==> config.mk <==
export PLATFORM = sky130hd
export DESIGN_NAME = cpu8_alu_execute_stage_unit
export DESIGN_NICKNAME = d
export VERILOG_FILES = /design/src/hw/rtl/cpu8_pkg.sv /design/src/hw/rtl/cpu8_dec.sv /design/src/hw/rtl/cpu8_alu.sv /design/src/hw/rtl/cpu8_alu_execute_stage_unit.sv
export VERILOG_INCLUDE_DIRS = /design/src /design/src/hw/rtl
export SDC_FILE = /design/constraint.sdc
export NUM_CORES = 1
export LEC_CHECK = 0
export BUFFER_PORTS_ARGS = -buffer_cell sky130_fd_sc_hd__buf_2
export CAP_MARGIN = 20
export CORE_MARGIN = 1
export CORE_UTILIZATION = 60
export CTS_CLUSTER_DIAMETER = 30
export DETAILED_ROUTE_END_ITERATION = 8
export PLACE_DENSITY_LB_ADDON = 0.2
export SLEW_MARGIN = 10
export SYNTH_ARGS = -nofsm -noshare
export SYNTH_HDL_FRONTEND = slang
export SYNTH_SLANG_ARGS = --single-unit
==> constraint.sdc <==
create_clock -name clk -period 8.2 [get_ports clk]
set_input_delay 1.64 -clock clk [delete_from_list [all_inputs] [get_ports clk]]
set_output_delay 1.64 -clock clk [all_outputs]
set_load 0.01 [all_outputs]
==> src/hw/rtl/assert_macros.svh <==
// ---------------------------------------------------------------------------
// assertion macros
// shared concurrent assertion forms, clocked on clk and quiet during reset
// ---------------------------------------------------------------------------
`ifndef ASSERT_MACROS_SVH
`define ASSERT_MACROS_SVH

// property holds at every edge outside reset
`define ASSERT_ALWAYS(label, prop, msg) \
	label: assert property (@(posedge clk) disable iff (!arst_n) (prop)) else $error(msg);

// antecedent implies consequent on the same edge
`define ASSERT_SAME(label, ante, cons, msg) \
	label: assert property (@(posedge clk) disable iff (!arst_n) (ante) |-> (cons)) else $error(msg);

// antecedent implies consequent on the next edge
`define ASSERT_NEXT(label, ante, cons, msg) \
	label: assert property (@(posedge clk) disable iff (!arst_n) (ante) |=> (cons)) else $error(msg);

`endif

==> src/hw/rtl/cpu8_pkg.sv <==
// ---------------------------------------------------------------------------
// cpu8_pkg
// types, opcode codes and constants of the 8-bit cpu execute stage
// ---------------------------------------------------------------------------
package cpu8_pkg;

	localparam int unsigned IN_TDATA_W  = 16;
	localparam int unsigned OUT_TDATA_W = 24;

	// status bit positions, NV-BDIZC
	localparam logic [2:0] F_C = 3'd0;
	localparam logic [2:0] F_Z = 3'd1;
	localparam logic [2:0] F_I = 3'd2;
	localparam logic [2:0] F_D = 3'd3;
	localparam logic [2:0] F_V = 3'd6;
	localparam logic [2:0] F_N = 3'd7;

	localparam logic [7:0] SP_RESET = 8'hFF;

	// decimal correction
	localparam logic [4:0] BCD_LO_LIMIT = 5'd10;
	localparam logic [7:0] BCD_ADJ_LO   = 8'h06;
	localparam logic [7:0] BCD_ADJ_HI   = 8'h60;
	localparam logic [9:0] BCD_HI_LIMIT = 10'h0A0;
	localparam logic [9:0] BCD_DIGIT_CY = 10'h010;

	// opcode fields: row op[7:5], mode op[4:2], group op[1:0]
	localparam logic [1:0] GRP_CTL     = 2'b00;
	localparam logic [1:0] GRP_ALU     = 2'b01;
	localparam logic [1:0] GRP_RMW     = 2'b10;
	localparam logic [2:0] MODE_ACC    = 3'b010;
	localparam logic [2:0] MODE_ZPIND  = 3'b100;
	localparam logic [2:0] MODE_BRANCH = 3'b100;
	localparam logic [2:0] ROW_DEC     = 3'b110;
	localparam logic [2:0] ROW_INC     = 3'b111;

	// opcodes outside the regular groups
	localparam logic [7:0] OP_BIT_IMM = 8'h89, OP_BIT_ZP = 8'h24, OP_BIT_ABS = 8'h2C,
		OP_BIT_ZPX = 8'h34, OP_BIT_ABSX = 8'h3C;
	localparam logic [7:0] OP_TSB_ZP = 8'h04, OP_TSB_ABS = 8'h0C, OP_TRB_ZP = 8'h14,
		OP_TRB_ABS = 8'h1C;
	localparam logic [7:0] OP_STZ_ZP = 8'h64, OP_STZ_ZPX = 8'h74, OP_STZ_ABS = 8'h9C,
		OP_STZ_ABSX = 8'h9E;
	localparam logic [7:0] OP_STY_ZP = 8'h84, OP_STY_ABS = 8'h8C, OP_STY_ZPX = 8'h94;
	localparam logic [7:0] OP_STX_ZP = 8'h86, OP_STX_ABS = 8'h8E, OP_STX_ZPY = 8'h96;
	localparam logic [7:0] OP_LDY_IMM = 8'hA0, OP_LDY_ZP = 8'hA4, OP_LDY_ABS = 8'hAC,
		OP_LDY_ZPX = 8'hB4, OP_LDY_ABSX = 8'hBC;
	localparam logic [7:0] OP_LDX_IMM = 8'hA2, OP_LDX_ZP = 8'hA6, OP_LDX_ABS = 8'hAE,
		OP_LDX_ZPY = 8'hB6, OP_LDX_ABSY = 8'hBE;
	localparam logic [7:0] OP_CPY_IMM = 8'hC0, OP_CPY_ZP = 8'hC4, OP_CPY_ABS = 8'hCC;
	localparam logic [7:0] OP_CPX_IMM = 8'hE0, OP_CPX_ZP = 8'hE4, OP_CPX_ABS = 8'hEC;
	localparam logic [7:0] OP_INA = 8'h1A, OP_DEA = 8'h3A, OP_INX = 8'hE8, OP_DEX = 8'hCA,
		OP_INY = 8'hC8, OP_DEY = 8'h88;
	localparam logic [7:0] OP_TAX = 8'hAA, OP_TAY = 8'hA8, OP_TXA = 8'h8A, OP_TYA = 8'h98,
		OP_TSX = 8'hBA, OP_TXS = 8'h9A;
	localparam logic [7:0] OP_PHA = 8'h48, OP_PHP = 8'h08, OP_PHX = 8'hDA, OP_PHY = 8'h5A;
	localparam logic [7:0] OP_PLA = 8'h68, OP_PLP = 8'h28, OP_PLX = 8'hFA, OP_PLY = 8'h7A;
	localparam logic [7:0] OP_BRA = 8'h80, OP_NOP = 8'hEA;
	localparam logic [7:0] OP_CLC = 8'h18, OP_SEC = 8'h38, OP_CLI = 8'h58, OP_SEI = 8'h78,
		OP_CLV = 8'hB8, OP_CLD = 8'hD8, OP_SED = 8'hF8;

	typedef enum logic [5:0] {
		K_UNK, K_NOP, K_ALU, K_SHM, K_SHA, K_INCM, K_DECM,
		K_INA, K_DEA, K_INX, K_DEX, K_INY, K_DEY,
		K_LDX, K_LDY, K_STX, K_STY, K_STZ, K_CPX, K_CPY,
		K_BIT, K_BITI, K_TSB, K_TRB,
		K_TAX, K_TAY, K_TXA, K_TYA, K_TSX, K_TXS,
		K_PHA, K_PHP, K_PHX, K_PHY, K_PLA, K_PLP, K_PLX, K_PLY,
		K_BR, K_BRA, K_CLC, K_SEC, K_CLI, K_SEI, K_CLV, K_CLD, K_SED
	} kind_t;

	// row meaning in the alu group
	typedef enum logic [2:0] {
		ALU_ORA, ALU_AND, ALU_EOR, ALU_ADC, ALU_STA, ALU_LDA, ALU_CMP, ALU_SBC
	} alu_op_t;

	// row[1:0] in the shift group
	typedef enum logic [1:0] {SH_ASL, SH_ROL, SH_LSR, SH_ROR} shift_t;

	// row[2:1] in the branch group
	typedef enum logic [1:0] {BF_N, BF_V, BF_C, BF_Z} br_flag_t;

	typedef struct packed {
		kind_t      kind;
		logic [2:0] row;
	} dec_t;

	typedef struct packed {
		logic [7:0] a;
		logic [7:0] x;
		logic [7:0] y;
		logic [7:0] sp;
		logic [7:0] p;
	} regs_t;

	typedef struct packed {
		logic       unknown_opcode;
		logic [7:0] status_out;
		logic       branch_taken;
		logic       write_enable;
		logic [7:0] write_data;
	} res_t;

endpackage

==> src/hw/rtl/cpu8_dec.sv <==
// ---------------------------------------------------------------------------
// cpu8_dec
// opcode decoder: sorts an opcode byte into an operation kind and row
// ---------------------------------------------------------------------------
module cpu8_dec (
	input  logic [7:0]     opcode,
	output cpu8_pkg::dec_t dec
);
	import cpu8_pkg::*;

	logic [2:0] row;
	logic [2:0] mode;
	logic [1:0] grp;

	assign row  = opcode[7:5];
	assign mode = opcode[4:2];
	assign grp  = opcode[1:0];

	always_comb begin
		dec.row = row;
		unique case (opcode)
			OP_BIT_IMM: dec.kind = K_BITI;
			OP_BIT_ZP, OP_BIT_ABS, OP_BIT_ZPX, OP_BIT_ABSX: dec.kind = K_BIT;
			OP_TSB_ZP, OP_TSB_ABS: dec.kind = K_TSB;
			OP_TRB_ZP, OP_TRB_ABS: dec.kind = K_TRB;
			OP_STZ_ZP, OP_STZ_ZPX, OP_STZ_ABS, OP_STZ_ABSX: dec.kind = K_STZ;
			OP_STY_ZP, OP_STY_ABS, OP_STY_ZPX: dec.kind = K_STY;
			OP_STX_ZP, OP_STX_ABS, OP_STX_ZPY: dec.kind = K_STX;
			OP_LDY_IMM, OP_LDY_ZP, OP_LDY_ABS, OP_LDY_ZPX, OP_LDY_ABSX: dec.kind = K_LDY;
			OP_LDX_IMM, OP_LDX_ZP, OP_LDX_ABS, OP_LDX_ZPY, OP_LDX_ABSY: dec.kind = K_LDX;
			OP_CPY_IMM, OP_CPY_ZP, OP_CPY_ABS: dec.kind = K_CPY;
			OP_CPX_IMM, OP_CPX_ZP, OP_CPX_ABS: dec.kind = K_CPX;
			OP_INA: dec.kind = K_INA;
			OP_DEA: dec.kind = K_DEA;
			OP_INX: dec.kind = K_INX;
			OP_DEX: dec.kind = K_DEX;
			OP_INY: dec.kind = K_INY;
			OP_DEY: dec.kind = K_DEY;
			OP_TAX: dec.kind = K_TAX;
			OP_TAY: dec.kind = K_TAY;
			OP_TXA: dec.kind = K_TXA;
			OP_TYA: dec.kind = K_TYA;
			OP_TSX: dec.kind = K_TSX;
			OP_TXS: dec.kind = K_TXS;
			OP_PHA: dec.kind = K_PHA;
			OP_PHP: dec.kind = K_PHP;
			OP_PHX: dec.kind = K_PHX;
			OP_PHY: dec.kind = K_PHY;
			OP_PLA: dec.kind = K_PLA;
			OP_PLP: dec.kind = K_PLP;
			OP_PLX: dec.kind = K_PLX;
			OP_PLY: dec.kind = K_PLY;
			OP_BRA: dec.kind = K_BRA;
			OP_NOP: dec.kind = K_NOP;
			OP_CLC: dec.kind = K_CLC;
			OP_SEC: dec.kind = K_SEC;
			OP_CLI: dec.kind = K_CLI;
			OP_SEI: dec.kind = K_SEI;
			OP_CLV: dec.kind = K_CLV;
			OP_CLD: dec.kind = K_CLD;
			OP_SED: dec.kind = K_SED;
			default: begin
				priority if (grp == GRP_ALU || (grp == GRP_RMW && mode == MODE_ZPIND))
					dec.kind = K_ALU;
				else if (grp == GRP_RMW && !row[2] && mode[0])
					dec.kind = K_SHM;
				else if (grp == GRP_RMW && !row[2] && mode == MODE_ACC)
					dec.kind = K_SHA;
				else if (grp == GRP_RMW && row == ROW_INC && mode[0])
					dec.kind = K_INCM;
				else if (grp == GRP_RMW && row == ROW_DEC && mode[0])
					dec.kind = K_DECM;
				else if (grp == GRP_CTL && mode == MODE_BRANCH)
					dec.kind = K_BR;
				else
					dec.kind = K_UNK;
			end
		endcase
	end

endmodule

==> src/hw/rtl/cpu8_alu.sv <==
// ---------------------------------------------------------------------------
// cpu8_alu
// execute logic: next register state and result for one decoded request
// ---------------------------------------------------------------------------
module cpu8_alu (
	input  cpu8_pkg::dec_t  dec,
	input  logic [7:0]      operand,
	input  cpu8_pkg::regs_t cur,
	output cpu8_pkg::regs_t nxt,
	output cpu8_pkg::res_t  res
);
	import cpu8_pkg::*;

	function automatic logic [7:0] with_nz(logic [7:0] p, logic [7:0] v);
		logic [7:0] q;
		q = p;
		q[F_N] = v[7];
		q[F_Z] = (v == 8'd0);
		return q;
	endfunction

	// returns {carry out, shifted value}
	function automatic logic [8:0] shift_op(shift_t kind, logic [7:0] v, logic cin);
		logic [8:0] r;
		unique case (kind)
			SH_ASL: r = {v[7], v[6:0], 1'b0};
			SH_ROL: r = {v[7], v[6:0], cin};
			SH_LSR: r = {v[0], 1'b0, v[7:1]};
			SH_ROR: r = {v[0], cin, v[7:1]};
			default: r = {v[0], 1'b0, v[7:1]};
		endcase
		return r;
	endfunction

	logic [4:0] adc_lo;
	logic [9:0] adc_bin;
	logic [9:0] adc_fix_lo;
	logic [9:0] adc_dec1;
	logic [9:0] adc_dec2;
	logic [9:0] adc_t;
	logic [7:0] adc_res;
	logic       adc_v;
	logic [9:0] sbc_full;
	logic [4:0] sbc_lo;
	logic [7:0] sbc_res;
	logic       sbc_v;
	logic [8:0] sh_mem;
	logic [8:0] sh_acc;
	logic [7:0] and_am;
	logic       flag_sel;
	logic [7:0] cmp_reg;
	logic [7:0] cmp_diff;

	// binary and decimal add
	always_comb begin
		adc_lo     = 5'(cur.a[3:0]) + 5'(operand[3:0]) + 5'(cur.p[F_C]);
		adc_bin    = 10'(cur.a) + 10'(operand) + 10'(cur.p[F_C]);
		adc_fix_lo = (adc_lo >= BCD_LO_LIMIT)
			? 10'(4'(adc_lo + BCD_ADJ_LO[4:0])) + BCD_DIGIT_CY
			: 10'(adc_lo);
		adc_dec1   = adc_fix_lo + 10'({cur.a[7:4], 4'd0}) + 10'({operand[7:4], 4'd0});
		adc_dec2   = (adc_dec1 >= BCD_HI_LIMIT) ? adc_dec1 + 10'(BCD_ADJ_HI) : adc_dec1;
		adc_t      = cur.p[F_D] ? adc_dec2 : adc_bin;
		adc_res    = adc_t[7:0];
		adc_v      = ~(cur.a[7] ^ operand[7]) & (adc_res[7] ^ operand[7]);
	end

	// binary and decimal subtract
	always_comb begin
		sbc_full = 10'(cur.a) - 10'(operand) - 10'(!cur.p[F_C]);
		sbc_lo   = 5'(cur.a[3:0]) - 5'(operand[3:0]) - 5'(!cur.p[F_C]);
		sbc_res  = sbc_full[7:0]
			- ((cur.p[F_D] && sbc_full[9]) ? BCD_ADJ_HI : 8'd0)
			- ((cur.p[F_D] && sbc_lo[4]) ? BCD_ADJ_LO : 8'd0);
		sbc_v    = (cur.a[7] ^ operand[7]) & ~(sbc_res[7] ^ operand[7]);
	end

	always_comb begin
		sh_mem = shift_op(shift_t'(dec.row[1:0]), operand, cur.p[F_C]);
		sh_acc = shift_op(shift_t'(dec.row[1:0]), cur.a, cur.p[F_C]);
		and_am = cur.a & operand;
		unique case (br_flag_t'(dec.row[2:1]))
			BF_N: flag_sel = cur.p[F_N];
			BF_V: flag_sel = cur.p[F_V];
			BF_C: flag_sel = cur.p[F_C];
			BF_Z: flag_sel = cur.p[F_Z];
			default: flag_sel = cur.p[F_Z];
		endcase
		priority case (dec.kind)
			K_CPX: cmp_reg = cur.x;
			K_CPY: cmp_reg = cur.y;
			default: cmp_reg = cur.a;
		endcase
		cmp_diff = cmp_reg - operand;
	end

	always_comb begin
		nxt                = cur;
		res.write_data     = 8'd0;
		res.write_enable   = 1'b0;
		res.branch_taken   = 1'b0;
		res.unknown_opcode = 1'b0;
		unique case (dec.kind)
			K_ALU: begin
				unique case (alu_op_t'(dec.row))
					ALU_ORA: begin
						nxt.a = cur.a | operand;
						nxt.p = with_nz(cur.p, cur.a | operand);
					end
					ALU_AND: begin
						nxt.a = and_am;
						nxt.p = with_nz(cur.p, and_am);
					end
					ALU_EOR: begin
						nxt.a = cur.a ^ operand;
						nxt.p = with_nz(cur.p, cur.a ^ operand);
					end
					ALU_ADC: begin
						nxt.a        = adc_res;
						nxt.p        = with_nz(cur.p, adc_res);
						nxt.p[F_C]   = |adc_t[9:8];
						nxt.p[F_V]   = adc_v;
					end
					ALU_STA: begin
						res.write_data   = cur.a;
						res.write_enable = 1'b1;
					end
					ALU_LDA: begin
						nxt.a = operand;
						nxt.p = with_nz(cur.p, operand);
					end
					ALU_CMP: begin
						nxt.p      = with_nz(cur.p, cmp_diff);
						nxt.p[F_C] = (cur.a >= operand);
					end
					ALU_SBC: begin
						nxt.a      = sbc_res;
						nxt.p      = with_nz(cur.p, sbc_res);
						nxt.p[F_C] = ~sbc_full[9];
						nxt.p[F_V] = sbc_v;
					end
					default: nxt = cur;
				endcase
			end
			K_CPX, K_CPY: begin
				nxt.p      = with_nz(cur.p, cmp_diff);
				nxt.p[F_C] = (cmp_reg >= operand);
			end
			K_SHM: begin
				res.write_data   = sh_mem[7:0];
				res.write_enable = 1'b1;
				nxt.p            = with_nz(cur.p, sh_mem[7:0]);
				nxt.p[F_C]       = sh_mem[8];
			end
			K_SHA: begin
				nxt.a      = sh_acc[7:0];
				nxt.p      = with_nz(cur.p, sh_acc[7:0]);
				nxt.p[F_C] = sh_acc[8];
			end
			K_INCM: begin
				res.write_data   = operand + 8'd1;
				res.write_enable = 1'b1;
				nxt.p            = with_nz(cur.p, operand + 8'd1);
			end
			K_DECM: begin
				res.write_data   = operand - 8'd1;
				res.write_enable = 1'b1;
				nxt.p            = with_nz(cur.p, operand - 8'd1);
			end
			K_INA: begin
				nxt.a = cur.a + 8'd1;
				nxt.p = with_nz(cur.p, cur.a + 8'd1);
			end
			K_DEA: begin
				nxt.a = cur.a - 8'd1;
				nxt.p = with_nz(cur.p, cur.a - 8'd1);
			end
			K_INX: begin
				nxt.x = cur.x + 8'd1;
				nxt.p = with_nz(cur.p, cur.x + 8'd1);
			end
			K_DEX: begin
				nxt.x = cur.x - 8'd1;
				nxt.p = with_nz(cur.p, cur.x - 8'd1);
			end
			K_INY: begin
				nxt.y = cur.y + 8'd1;
				nxt.p = with_nz(cur.p, cur.y + 8'd1);
			end
			K_DEY: begin
				nxt.y = cur.y - 8'd1;
				nxt.p = with_nz(cur.p, cur.y - 8'd1);
			end
			K_LDX: begin
				nxt.x = operand;
				nxt.p = with_nz(cur.p, operand);
			end
			K_LDY: begin
				nxt.y = operand;
				nxt.p = with_nz(cur.p, operand);
			end
			K_STX: begin
				res.write_data   = cur.x;
				res.write_enable = 1'b1;
			end
			K_STY: begin
				res.write_data   = cur.y;
				res.write_enable = 1'b1;
			end
			K_STZ: res.write_enable = 1'b1;
			K_BIT: begin
				nxt.p[F_N] = operand[7];
				nxt.p[F_V] = operand[6];
				nxt.p[F_Z] = (and_am == 8'd0);
			end
			K_BITI: nxt.p[F_Z] = (and_am == 8'd0);
			K_TSB: begin
				nxt.p[F_Z]       = (and_am == 8'd0);
				res.write_data   = operand | cur.a;
				res.write_enable = 1'b1;
			end
			K_TRB: begin
				nxt.p[F_Z]       = (and_am == 8'd0);
				res.write_data   = operand & ~cur.a;
				res.write_enable = 1'b1;
			end
			K_TAX: begin
				nxt.x = cur.a;
				nxt.p = with_nz(cur.p, cur.a);
			end
			K_TAY: begin
				nxt.y = cur.a;
				nxt.p = with_nz(cur.p, cur.a);
			end
			K_TXA: begin
				nxt.a = cur.x;
				nxt.p = with_nz(cur.p, cur.x);
			end
			K_TYA: begin
				nxt.a = cur.y;
				nxt.p = with_nz(cur.p, cur.y);
			end
			K_TSX: begin
				nxt.x = cur.sp;
				nxt.p = with_nz(cur.p, cur.sp);
			end
			K_TXS: nxt.sp = cur.x;
			K_PHA, K_PHP, K_PHX, K_PHY: begin
				priority case (dec.kind)
					K_PHA: res.write_data = cur.a;
					K_PHP: res.write_data = cur.p;
					K_PHX: res.write_data = cur.x;
					default: res.write_data = cur.y;
				endcase
				res.write_enable = 1'b1;
				nxt.sp           = cur.sp - 8'd1;
			end
			K_PLA: begin
				nxt.sp = cur.sp + 8'd1;
				nxt.a  = operand;
				nxt.p  = with_nz(cur.p, operand);
			end
			K_PLP: begin
				nxt.sp = cur.sp + 8'd1;
				nxt.p  = operand;
			end
			K_PLX: begin
				nxt.sp = cur.sp + 8'd1;
				nxt.x  = operand;
				nxt.p  = with_nz(cur.p, operand);
			end
			K_PLY: begin
				nxt.sp = cur.sp + 8'd1;
				nxt.y  = operand;
				nxt.p  = with_nz(cur.p, operand);
			end
			K_BR:  res.branch_taken = (flag_sel == dec.row[0]);
			K_BRA: res.branch_taken = 1'b1;
			K_CLC: nxt.p[F_C] = 1'b0;
			K_SEC: nxt.p[F_C] = 1'b1;
			K_CLI: nxt.p[F_I] = 1'b0;
			K_SEI: nxt.p[F_I] = 1'b1;
			K_CLV: nxt.p[F_V] = 1'b0;
			K_CLD: nxt.p[F_D] = 1'b0;
			K_SED: nxt.p[F_D] = 1'b1;
			K_NOP: nxt = cur;
			K_UNK: res.unknown_opcode = 1'b1;
			default: res.unknown_opcode = 1'b1;
		endcase
		res.status_out = nxt.p;
	end

endmodule

==> src/hw/rtl/cpu8_alu_execute_stage_unit.sv <==
// ---------------------------------------------------------------------------
// cpu8_alu_execute_stage_unit
// execute stage of an 8-bit 65c02-style cpu with decimal mode
// ---------------------------------------------------------------------------
// One instruction request (opcode and fetched operand) is taken per clock
// while the output is not stalled. The opcode is decoded into an input
// register; from there the execute logic updates A, X, Y, SP and the status
// byte and loads the result into an output register, and requests may follow
// back to back at one per cycle unless m_tready holds the output. That rate is
// set by the loop through the execute logic and the register file. The output
// register lets a new request enter while a result waits to be taken.
module cpu8_alu_execute_stage_unit (
	input  logic                                 clk,
	input  logic                                 arst_n,
	input  logic                                 s_tvalid,
	output logic                                 s_tready,
	// opcode[7:0], operand[15:8]
	input  logic [cpu8_pkg::IN_TDATA_W-1:0]      s_tdata,
	output logic                                 m_tvalid,
	input  logic                                 m_tready,
	// write_data[7:0], write_enable[8], branch_taken[9], status_out[17:10],
	// unknown_opcode[18], zero[23:19]
	output logic [cpu8_pkg::OUT_TDATA_W-1:0]     m_tdata
);
	import cpu8_pkg::*;

	`include "assert_macros.svh"

	dec_t       dec_in;
	dec_t       dec_s1;
	logic [7:0] operand_s1;
	logic       valid_s1;
	logic       valid_s2;
	res_t       res_s2;
	res_t       res_nxt;
	regs_t      regs_q;
	regs_t      regs_nxt;
	logic       s1_move;

	cpu8_dec u_dec (
		.opcode (s_tdata[7:0]),
		.dec    (dec_in)
	);

	cpu8_alu u_alu (
		.dec     (dec_s1),
		.operand (operand_s1),
		.cur     (regs_q),
		.nxt     (regs_nxt),
		.res     (res_nxt)
	);

	assign s1_move  = valid_s1 && (!valid_s2 || m_tready);
	assign s_tready = !valid_s1 || s1_move;
	assign m_tvalid = valid_s2;
	assign m_tdata  = {5'd0, res_s2.unknown_opcode, res_s2.status_out,
		res_s2.branch_taken, res_s2.write_enable, res_s2.write_data};

	always_ff @(posedge clk or negedge arst_n) begin
		if (!arst_n) begin
			valid_s1 <= 1'b0;
			valid_s2 <= 1'b0;
			regs_q   <= '{a: 8'd0, x: 8'd0, y: 8'd0, sp: SP_RESET, p: 8'd0};
		end else begin
			if (s_tready)
				valid_s1 <= s_tvalid;
			if (s1_move)
				valid_s2 <= 1'b1;
			else if (m_tready)
				valid_s2 <= 1'b0;
			if (s1_move)
				regs_q <= regs_nxt;
		end
	end

	always_ff @(posedge clk) begin
		if (s_tvalid && s_tready) begin
			dec_s1     <= dec_in;
			operand_s1 <= s_tdata[15:8];
		end
		if (s1_move)
			res_s2 <= res_nxt;
	end

	// unhandled opcodes leave the register file untouched
	`ASSERT_NEXT(a_unk_keeps_state, s1_move && dec_s1.kind == K_UNK, $stable(regs_q), "unknown opcode changed state")
	// status in the result matches the status register as updated by its request
	`ASSERT_NEXT(a_status_match, s1_move, res_s2.status_out == regs_q.p, "status_out differs from status register")
	// pushes step the stack pointer down by one
	`ASSERT_NEXT(a_push_sp, s1_move && (dec_s1.kind == K_PHA || dec_s1.kind == K_PHP || dec_s1.kind == K_PHX || dec_s1.kind == K_PHY), regs_q.sp == 8'($past(regs_q.sp) - 8'd1), "push did not decrement sp")
	// no write data without a write enable
	`ASSERT_SAME(a_wd_zero, valid_s2 && !res_s2.write_enable, res_s2.write_data == 8'd0, "write_data set without write_enable")

endmodule
* After elaboration in Yosys (flattened, before gate mapping)
Cells that the tools add are included. Widths: inputs -> output; s select.
Word-level totals: register bits 78, input port bits 20, output and inout port bits 26, word-level logic and storage cells 303
Cells by class: add/subtract/negate cells 26, magnitude comparators 4, equality and inequality tests 131, multiplexer cells 37, bitwise logic cells 13, reduce and logical (&&, ||, !) cells 77
Operators by type and width (number):
- $eq 8x8->1 const B | 42
- $pmux 6 s40 | 1
- $logic_not 8->1 | 21
- $pmux 8 s7 | 2
- $eq 6x5->1 const B | 16
- $eq 6x6->1 const B | 15
- $pmux 8 s9 | 1
- $pmux 9 s4 | 2
- $eq 8x7->1 const B | 8
- $eq 8x6->1 const B | 7
- $eq 6x4->1 const B | 8
- $pmux 8 s3 | 2
- $pmux 8 s6 | 1
- $reduce_or 46->1 | 1
- $mux 6 | 7
- $add 8x1->8 const B | 5
- $pmux 8 s5 | 1
- $sub 8x1->8 const B | 5
- $eq 8x5->1 const B | 4
- $pmux 8 s4 | 1
- $eq 6x3->1 const B | 4
- $sub 8x8->8 | 3
- $eq 3x3->1 const B | 7
- $add 10x8->10 | 2
- 62 further kinds | 122

* Depth between registers and ports, before layout
depth after elaboration 14, gate-level depth with buffers 25, mapped depth without buffers 23

* Modules after synthesis
From an unflattened synthesis, not the netlist that was laid out.
Second synthesis, totals: cell total of the unflattened synthesis 1477, area, all modules 11614.9 µm²
Modules (own cells, without submodules):
- cpu8_alu | instances 1, cells an instance 1199, area each 7835.0 µm², seq. area each 0.0 µm²
- cpu8_alu_execute_stage_unit | instances 1, cells an instance 135, area each 2880.3 µm², seq. area each 2142.1 µm²
- cpu8_dec | instances 1, cells an instance 143, area each 899.6 µm², seq. area each 0.0 µm²

* Worst setup path after synthesis
Ideal clock, no wire load.
path type reg-to-reg, start reg operand_s1[0], end reg res_s2 (netlist bit m_tdata[11]), data pin, library setup time 263 ps, data arrival time 5470 ps, required time 7937 ps, path slack 2468 ps, stages on the path, launching flop included 25, path buffers 1, period minus slack after synthesis 5732 ps, path through edfxtp_1 -> clkbuf_1 -> inv_1 -> fa_1 -> fa_1 -> xor2_2 -> ha_1 -> inv_1 -> a31oi_1 -> o311a_1 -> a21o_1 -> fa_1 -> inv_1 -> ha_1 -> inv_1 -> fa_1 -> nor2b_1 -> a21oi_1 -> a221o_1 -> nor2_1 -> mux2i_1 -> mux2i_1 -> a41o_1 -> nor3_2 -> nor3_1
RTL lines:
- start: declaration | line cpu8_alu_execute_stage_unit.sv:31 | logic [7:0] operand_s1;
- start signal: assignment | line cpu8_alu_execute_stage_unit.sv:79 | operand_s1 <= s_tdata[15:8];
- end signal: assignment | line cpu8_alu_execute_stage_unit.sv:82 | res_s2 <= res_nxt;
- end: declaration | line cpu8_alu_execute_stage_unit.sv:34 | res_t res_s2;

==> qor.txt <==
Critical Path Start = regs_q[32]$_DFFE_PN0P_
final clock skew = 0.0164 ns
global placement routability congestion = 1.05
final layout net count = 1594
Final period util = 78.5%
predominant post-synthesis flop cell = edfxtp_1
CTS tree = built
Final ANT Viol Nets = 0
Hold Path Class = reg2reg
Critical Path AT = 6.54 ns
switching part of the total power = 53.7%
Final Power = 0.00378 W
Worst-path clk slew = 0.07 ns
Post-synth top cells = nand2_1, nor2_1, clkbuf_1, a21oi_1, o21ai_0
CP Launch Type = flop
Die X = 138 um
crit end category = flop
Synth Instances = 1519
DRT iter0 DRCs = 2071
Post-synth EDFFs = 36
unrepaired setup endpoints after global routing = no
clock latency on the worst-skew pair = 0.36 ns
Routed wire per std cell = 24.1 um
CTS-repair resized insts = 0
Initial Utilization = 61.7%
Hold Vio Cnt, Final = 0
Comb power frac = 68.6%
worst hold slack = 0.514 ns
Warnings, synthesis = 0
P_sw = 0.00203 W
Final TNS setup = 0 ns
fillcell total = 1652
dpl cells = 1699
cts hold-fix bufs = 0
fraction of registers with async set/reset = 53.8%
status = complete, but fails checks
Hold Crit Start = valid_s1$_DFFE_PN0N_
max-slew violations = 0
R2R Path Start = regs_q[32]$_DFFE_PN0P_
boundary pin count = 46
setup slack, reg-to-reg = 1.76 ns
DRC viols = 4
CTS max path bufs = 2
IO buf count = 40
first-pass detailed-route iteration total = 9
detailed placement HPWL = 30100 um
largest net degree at the start of global routing = 43
synth top area cells = edfxtp_1, ha_1, dfrtp_1, nand2_1, a21oi_1
Setup CP Type = reg2reg
Seq/Total Area, Yosys = 19.2%
worst hold endpoint = m_tvalid$_DFFE_PN0P_
static leakage = 4.54 nW
synthesized area per cell = 7.34 sq um
share of cells above drive strength 1 = 7.80%
Netlist cell types = 95
vias in the first global route = 11200
area delta synth->final = 4.68%
register area = 0.00214 sq mm
H-tree depth = 3
row cnt = 49
Required @ worst endpoint = 8.30 ns
Diodes inserted = 0
FMAX = 155 MHz
core area = 0.0181 sq mm
Flop pwr share = 20.7%
most numerous cell in the Yosys netlist = nand2_1
Routed Wire Length = 41300 um
clock sink count = 78
slew margin rel. = 27.7%
Max Cap Viol = 0
Setup Buffers After CTS = 0
via count = 12400
Tightest Pin Transition = 1.08 ns
final setup vio count = 0
Max Fanout on Critical Path = 15
Pwr Density = 324 mW/mm^2
final std cells w/o fill = 1717
GRT overflow = 0
die area = 0.0191 sq mm
Crit Reg-Reg Endpoint = m_tdata[11]$_DFFE_PP_
Int Pwr = 0.00175 W
clock tree root buffer cell = clkbuf_16
Reg2Reg Depth = 23
share of power burned in the clock network = 10.7%
flops & latches, synth = 78
first-pass GRT wire length = 63800 um
Worst Hold Depth = 1
Multi-input gate area = 0.00830 sq mm
cell taking the most area after synthesis = edfxtp_1
IR drop worst, VDD = 207 uV
Total GRT Usage = 42.6%
total CTS buffers = 9
Post-Syn Area = 0.0112 sq mm
Die H = 138 um
initial antenna violation count = 0
share of the synthesized area in the top cell type = 9.69%
post-DR vias/cell = 7.22
minimum clock period after layout = 6.44 ns
failing checks = design-rule violations
cell families after synthesis:
family / share of synthesized area, %
buffers and inverters: 6.54
xor gates and xnor gates: 6.07
adders and majority gates: 11.0
AOI/OAI and AO/OA: 28.1
other: 0.0336
muxes: 2.80
and+or+nand+nor: 26.2
DFF: 19.2
worst max-delay path: stages, from the launching register on:
cell and delay [ns]:
dfrtp_1 0.76, inv_1 0.38, fa_1 0.52, fa_1 0.44
xor2_2 0.18, ha_1 0.24, inv_1 0.10, a31oi_1 0.06
o311a_1 0.34, a21o_1 0.22, fa_1 0.39, inv_1 0.08
ha_1 0.16, inv_1 0.06, fa_1 0.53, nor2b_1 0.23
a21oi_1 0.09, a221o_1 0.32, nor2_1 0.20, mux2i_1 0.21
mux2i_1 0.11, a41o_1 0.29, nor3_2 0.18, nor3_1 0.10
per-stage QoR:
step | cell area, sq um | utilization [%] | setup slack [ns]
after floorplan | 11200 | - | 2.47
after global placement | 11400 | 62.9 | 2.08
after detailed placement | 11400 | 62.9 | 1.92
after CTS | 11700 | 64.5 | 1.89
after global routing | 11700 | 64.5 | 1.42
final | 11700 | 64.5 | 1.76
worst max path at each step:
stage / to / cells after the start / slack, ns
final: m_tdata[11]$_DFFE_PP_ / 23 / 1.76
after global routing: m_tdata[11]$_DFFE_PP_ / 23 / 1.42
after CTS: m_tdata[11]$_DFFE_PP_ / 23 / 1.89
after detailed placement: m_tdata[11]$_DFFE_PP_ / 23 / 1.92
after global placement: m_tdata[11]$_DFFE_PP_ / 23 / 2.08
after floorplan: m_tdata[11]$_DFFE_PP_ / 24 / 2.47
sequential cells by signal (all words and copies together) (netlist names):
| name | flops |
|---|---|
| regs_q | 40 |
| m_tdata | 19 |
| dec_s1 | 9 |
| operand_s1 | 8 |
| m_tvalid | 1 |
| valid_s1 | 1 |
layout make-up:
class / count / share of cell area (%)
well taps: 229 / 2.45
multi-input cells: 1257 / 71.1
inverters: 70 / 2.25
repair buffers: 67 / 3.43
clock buffers: 9 / 1.93
flip-flops and latches: 78 / 18.3
clock inverters: 7 / 0.525
metal layers:
metal  vias up  share of wire, %  track usage, %
met5         -                 0               0
met3       206                13            10.0
met1      5732                39            57.0
met2       900                42            64.0
met4         0               5.8            22.1
li1       5561                 -               -
layout by cell type (no fill, tap or decap), types with 9 or more instances in the layout:
cell,netlist,final
o22ai_1,15,15
ha_1,81,81
nor4_1,21,21
nor3_1,60,60
nor2_1,130,130
inv_1,66,66
nand3_1,59,59
a221o_1,13,13
nor3b_1,10,10
edfxtp_1,36,36
a21oi_1,102,102
fa_1,10,10
xnor2_1,58,58
clkbuf_16,0,9
xor2_1,13,13
buf_4,6,26
and3_1,13,13
a21o_1,12,12
mux2i_1,29,29
a22oi_1,19,19
nand2b_1,26,26
a211oi_1,12,12
a221oi_1,22,22
dfrtp_1,34,34
o21ai_0,99,99
nand2_1,168,168
o31ai_1,12,12
nand4_1,19,19
buf_2,1,40
a31oi_1,34,34
or3_1,11,11
o211ai_1,12,12
nor2b_1,19,19
a222oi_1,10,10
power groups by stage:
stage               clock network, W  logic [W]  registers, W
floorplan                          0    0.00201      0.000609
global placement                   0    0.00242      0.000765
detailed placement                 0    0.00250      0.000770
CTS                         0.000407    0.00252      0.000763
global route                0.000418    0.00283      0.000788
finish                      0.000404    0.00260      0.000782
Power figures use the tool's default switching activity.
